## src/rtl/assert_macros.svh

```systemverilog
// Assertion helpers shared by the RTL files. Every module that uses them
// has a clock named clk and a synchronous active-high reset named rst.
`ifndef ASSERT_MACROS_SVH
`define ASSERT_MACROS_SVH

`define TDS_ASSERT(lbl, prop, msg) \
  lbl: assert property (@(posedge clk) disable iff (rst) (prop)) else $error(msg);

`define TDS_ASSERT_IMP(lbl, ante, cons, msg) \
  lbl: assert property (@(posedge clk) disable iff (rst) (ante) |-> (cons)) else $error(msg);

`endif

```

## src/rtl/tds_pkg.sv

```systemverilog
`default_nettype none

package tds_pkg;

  localparam int CompW    = 16;
  localparam int VecW     = 3 * CompW;
  localparam int ProdW    = 2 * CompW;
  localparam int SumW     = ProdW + 1;
  localparam int MagW     = ProdW;
  localparam int RestW    = 16;
  localparam int QuoW     = 33;
  localparam int DivSteps = QuoW;
  localparam int NumLanes = 4;
  localparam int MinDetW  = 31;
  localparam int OutW     = 32;

  localparam logic [1:0] AxisX = 2'd0;
  localparam logic [1:0] AxisY = 2'd1;
  localparam logic [1:0] AxisZ = 2'd2;

  localparam logic [MinDetW-1:0] MinDetReset = MinDetW'(1);
  localparam logic [OutW-1:0]    SatPos      = {1'b0, {(OutW-1){1'b1}}};
  localparam logic [OutW-1:0]    SatNeg      = {1'b1, {(OutW-1){1'b0}}};

  typedef logic signed [CompW-1:0] comp_t;
  typedef logic [MagW-1:0]         mag_t;
  typedef logic [QuoW-1:0]         quo_t;

  typedef struct packed {
    logic                valid;
    logic                degen;
    logic [NumLanes-1:0] neg;
    mag_t                divisor;
    mag_t [NumLanes-1:0] dividend;
  } div_req_t;

  typedef struct packed {
    logic                valid;
    logic                degen;
    logic [NumLanes-1:0] neg;
    logic [NumLanes-1:0] ovf;
    quo_t [NumLanes-1:0] quo;
  } div_res_t;

  function automatic comp_t vec_comp(input logic [VecW-1:0] vec, input logic [1:0] idx);
    comp_t c;
    unique case (idx)
      AxisX:   c = vec[0*CompW +: CompW];
      AxisY:   c = vec[1*CompW +: CompW];
      AxisZ:   c = vec[2*CompW +: CompW];
      default: c = vec[0*CompW +: CompW];
    endcase
    return c;
  endfunction

  function automatic logic [CompW-1:0] comp_mag(input comp_t c);
    return c[CompW-1] ? CompW'(-c) : CompW'(c);
  endfunction

  function automatic mag_t sum_mag(input logic signed [SumW-1:0] x);
    logic signed [SumW-1:0] n;
    n = -x;
    return x[SumW-1] ? n[MagW-1:0] : x[MagW-1:0];
  endfunction

endpackage

`default_nettype wire

```

## src/rtl/tds_finish.sv

```systemverilog
`default_nettype none

`include "assert_macros.svh"

module tds_finish (
  input  wire logic                          clk,
  input  wire logic                          rst,
  input  wire tds_pkg::div_res_t             res,
  output logic                               done,
  output logic [tds_pkg::NumLanes-1:0][tds_pkg::OutW-1:0] result,
  output logic                               degenerate,
  output logic                               saturated
);

  logic [tds_pkg::QuoW:0]       rsum [tds_pkg::NumLanes];
  tds_pkg::quo_t                qr   [tds_pkg::NumLanes];
  logic [tds_pkg::NumLanes-1:0] sat_c;

  logic                                    a_valid;
  logic                                    a_degen;
  logic [tds_pkg::NumLanes-1:0]            a_neg;
  logic [tds_pkg::NumLanes-1:0]            a_sat;
  logic [tds_pkg::NumLanes-1:0][tds_pkg::OutW-1:0] a_mag;

  always_comb begin
    for (int k = 0; k < tds_pkg::NumLanes; k++) begin
      rsum[k]  = {1'b0, res.quo[k]} + (tds_pkg::QuoW+1)'(1);
      qr[k]    = rsum[k][tds_pkg::QuoW:1];
      sat_c[k] = res.ovf[k] ||
                 (res.neg[k] ? (qr[k] > tds_pkg::QuoW'(tds_pkg::SatNeg))
                             : (qr[k] > tds_pkg::QuoW'(tds_pkg::SatPos)));
    end
  end

  always_ff @(posedge clk) begin
    if (rst) begin
      a_valid <= 1'b0;
      done    <= 1'b0;
    end else begin
      a_valid <= res.valid;
      done    <= a_valid;
    end
  end

  always_ff @(posedge clk) begin
    a_degen <= res.degen;
    a_neg   <= res.neg;
    a_sat   <= sat_c;
    for (int k = 0; k < tds_pkg::NumLanes; k++) begin
      if (sat_c[k]) begin
        a_mag[k] <= res.neg[k] ? tds_pkg::SatNeg : tds_pkg::SatPos;
      end else begin
        a_mag[k] <= qr[k][tds_pkg::OutW-1:0];
      end
    end
  end

  always_ff @(posedge clk) begin
    degenerate <= a_degen;
    saturated  <= !a_degen && (|a_sat);
    for (int k = 0; k < tds_pkg::NumLanes; k++) begin
      if (a_degen) begin
        result[k] <= '0;
      end else begin
        result[k] <= a_neg[k] ? -a_mag[k] : a_mag[k];
      end
    end
  end

  `TDS_ASSERT_IMP(degen_zeroes_all, done && degenerate,
    result == '0 && !saturated,
    "A degenerate item carries a nonzero field.")

endmodule

`default_nettype wire

```

## config.mk

```make
export PLATFORM = sky130hd
export DESIGN_NAME = tds_finish
export DESIGN_NICKNAME = d
export VERILOG_FILES = /design/src/rtl/tds_pkg.sv /design/src/rtl/tds_finish.sv
export VERILOG_INCLUDE_DIRS = /design/src /design/src/rtl
export SDC_FILE = /design/constraint.sdc
export NUM_CORES = 1
export LEC_CHECK = 0
export BUFFER_PORTS_ARGS = -buffer_cell sky130_fd_sc_hd__buf_2
export CAP_MARGIN = 30
export CELL_PAD_IN_SITES_DETAIL_PLACEMENT = 1
export CELL_PAD_IN_SITES_GLOBAL_PLACEMENT = 2
export CORE_ASPECT_RATIO = 1.4
export CORE_MARGIN = 4
export CORE_UTILIZATION = 36
export DETAILED_ROUTE_END_ITERATION = 6
export PLACE_DENSITY_LB_ADDON = 0.1
export SLEW_MARGIN = 10
export SYNTH_ARGS = -nofsm -noshare
export SYNTH_HDL_FRONTEND = slang
export SYNTH_SLANG_ARGS = --single-unit
```

## constraint.sdc

```tcl
create_clock -name clk -period 5.7 [get_ports clk]
set_input_delay 0.57 -clock clk [delete_from_list [all_inputs] [get_ports clk]]
set_output_delay 0.57 -clock clk [all_outputs]
set_load 0.1 [all_outputs]
```

==> flow_summary.ini <==
[logic_synthesis]
synth_most_common_cell = dfxtp_1
synth_common_cells = dfxtp_1 (269), nor2_1 (187), xor2_1 (163)
netlist_top_cells_area = dfxtp_1 (38%), xor2_1 (10%), nor2_1 (5.0%), xnor2_1 (4.5%), mux2i_1 (4.2%)
yosysTopAreaCell = dfxtp_1
syn_area_um2 = 14100
synth-seq-cells = 269
syn_nets = 1768
avgSynthCellArea_um2 = 8.70
netlist_instances = 1616
ys.warnings.count = 0
synth_top_area_share = 0.383
async_reset_ff_frac = 0
synth_cell_type_count = 82
yosysSeqAreaShare = 0.383
synth_edf_count = 0
ys.flop_type = dfxtp_1

[floorplanning]
rows = 85
start_util = 0.365
io_pins = 275
core_area_um2 = 38500
dieArea_um2 = 42300
die_h_um = 242
die_x_um = 175

[global_routing]
antenna_found_initial = 0
grt_overflow = 0
grt_pass1_vias = 12662
grtUsageTotal = 0.191
grt_max_degree = 69
grt_pass1_wl_mm = 67.3

[clocking]
cts.clk_slew.worst_paths_ns = 0.07
ctsHoldBuffers = 0
cts.sinks = 269
tritoncts = yes
cts_resized = 0
htreeDepth = 1
numCtsBuffers = 26
clk_latency_ns = 0.55
root_buffer = clkbuf_16
post-cts-setup-buffers = 0
cts_buffer_depth = 3

[timing]
whs_ns = 0.128
period_share = 0.612
worst_slew_pin_slew_ns = 0.952
timing.final.crit_period_ns = 3.49
max_slew_margin = 0.360
fmax_mhz = 287
finClkSkew_ns = 0.0184
setup_viol = 0
rsz0062_at_grt = false
setup_tns_ns = 0
final_hold_viol_count = 0
slew_viol_final = 0

[place]
gp_congestion = 0.868
post-dp-hpwl_mm = 33.6
dpl_cell_area_um2 = 15700
portBuffers = 274

[layout]
drive_gt1_frac = 0.203
finalInstanceArea_um2 = 16700
antenna_cells = 0
multi_input_area_um2 = 8130
final_util = 0.435
seqCellArea_um2 = 5390
fin_nets = 1983
final.fill_count = 4633
area_growth_pct = 19.0

[setup_path]
crit_family = simple AND/OR/NAND/NOR gates
setup.worst_path.end_class = flop
critPathLaunch = res[33]
path_cells = buf_2, ha_1, nand4_2, nor4_4, and2_1, a21oi_1, nor4bb_1, nand4_1, o21ai_4, buf_4, mux2i_1
worst_path_max_delay_cell = o21ai_4
worstSetupPathType = input port to flop
worstPathArrival_ns = 3.96
crit_buf_inv = 2
slowest_delay_ns = 0.64
reg2reg_from = a_mag[40]
required_ns = 6.17
crit_fanout = 20
worst_setup_path_start_kind = input port

[route]
vias = 12362
drt-pass1-iter-count = 4
routed_wl_mm = 42.2
ant_nets = 0
routed_via_density = 5.21
route.detailed.wl_per_inst_um = 17.8
drc = 0
dr.first_iter.drc_count = 418

[run_status]
outcome = complete, no violations

[min_path]
hold_path_startpoint = res[140]
hold_class = input port to flop

[power_and_ir_drop]
vdd_ir_drop_max_mv = 0.196
p_leak_nw = 6.66
p_seq_frac = 0.412
combPwrFrac = 0.249
p_int_mw = 3.36
power.density_nw_per_um2 = 314
power.switching_mw = 1.89
p_sw_frac = 0.360
clkPwrFrac = 0.339

[run]
cap_violations = 0
[layout make-up]
class                   instances  share of cell area
clock inverters                17              0.0128
inverters                      28             0.00628
flip-flops and latches        269               0.322
well taps                     522              0.0390
repair buffers                289              0.0933
clock buffers                  31              0.0412
multi-input cells            1217               0.485
[power by group through the flow]
stage / sequential, mW / combinational (mW) / clock (mW)
after CTS: 2.18 / 1.30 / 1.85
final: 2.16 / 1.31 / 1.78
after detailed placement: 2.22 / 1.30 / 0
after global placement: 2.22 / 1.29 / 0
after floorplan: 2.81 / 0.391 / 0
after global routing: 2.19 / 1.39 / 1.92
[stage by stage]
step	worst slack, ns	power, mW	std cells
2_1_floorplan	2.58	3.20	1616
3_3_place_gp	1.65	3.51	2317
3_5_place_dp	1.55	3.52	2318
4_1_cts	2.15	5.33	2366
5_1_grt	1.93	5.50	2373
6_report	2.21	5.25	2373
[kinds of logic after synthesis]
| kind of cell | Yosys count | share of synthesized area |
|---|---|---|
| xor+xnor | 235 | 0.146 |
| buf+inv | 130 | 0.0400 |
| simple gates | 642 | 0.242 |
| flops | 269 | 0.383 |
| fa+ha+maj | 8 | 0.00712 |
| compound gates | 261 | 0.128 |
| mux | 71 | 0.0535 |
[registers in the layout (all words and copies together) (netlist names)]
name and cells:
a_degen 1, a_mag 128, a_neg 4, a_sat 4, a_valid 1, degenerate 1, done 1, result 128
saturated 1
[per-layer routing]
metal / wire length [µm] / GRT usage
met5: 0 / 0
met4: 954 / 0.0548
met3: 1500 / 0.0195
met2: 22200 / 0.364
met1: 17600 / 0.223
[final timing paths]
path                              endpoint  slack [ns]  depth (start not counted)
worst max-delay path             a_mag[47]        2.21                         11
worst min-delay path               a_degen        0.13                          1
worst max register to register  result[60]        2.60                          7
worst min register to register   saturated        0.44                          2
[cells in the final DEF, fill, tap and decap left out, types with 6 or more instances in the layout]
master,Yosys,routed
buf_2,31,274
dfxtp_1,269,268
nor2_1,187,187
xor2_1,163,163
nand2_1,98,98
xnor2_1,72,72
mux2i_1,59,59
nand3_1,58,58
nand4_1,54,54
o21ai_0,47,47
o31ai_1,42,42
nor4_1,40,40
nor3_1,39,39
a211oi_1,34,34
a21oi_1,33,33
or3_1,27,27
clkbuf_16,0,26
inv_1,25,25
and3_1,25,25
o41ai_1,21,21
or4_1,20,20
and4_1,18,18
o22ai_1,15,15
and2_1,13,13
a31oi_1,10,10
nor2b_1,11,10
or2_2,8,8
ha_1,8,8
o2111ai_1,7,7
mux2_4,7,7
nand2b_1,7,7
buf_4,5,7
buf_8,0,6
Note: power is estimated with default switching activity, not from simulation.
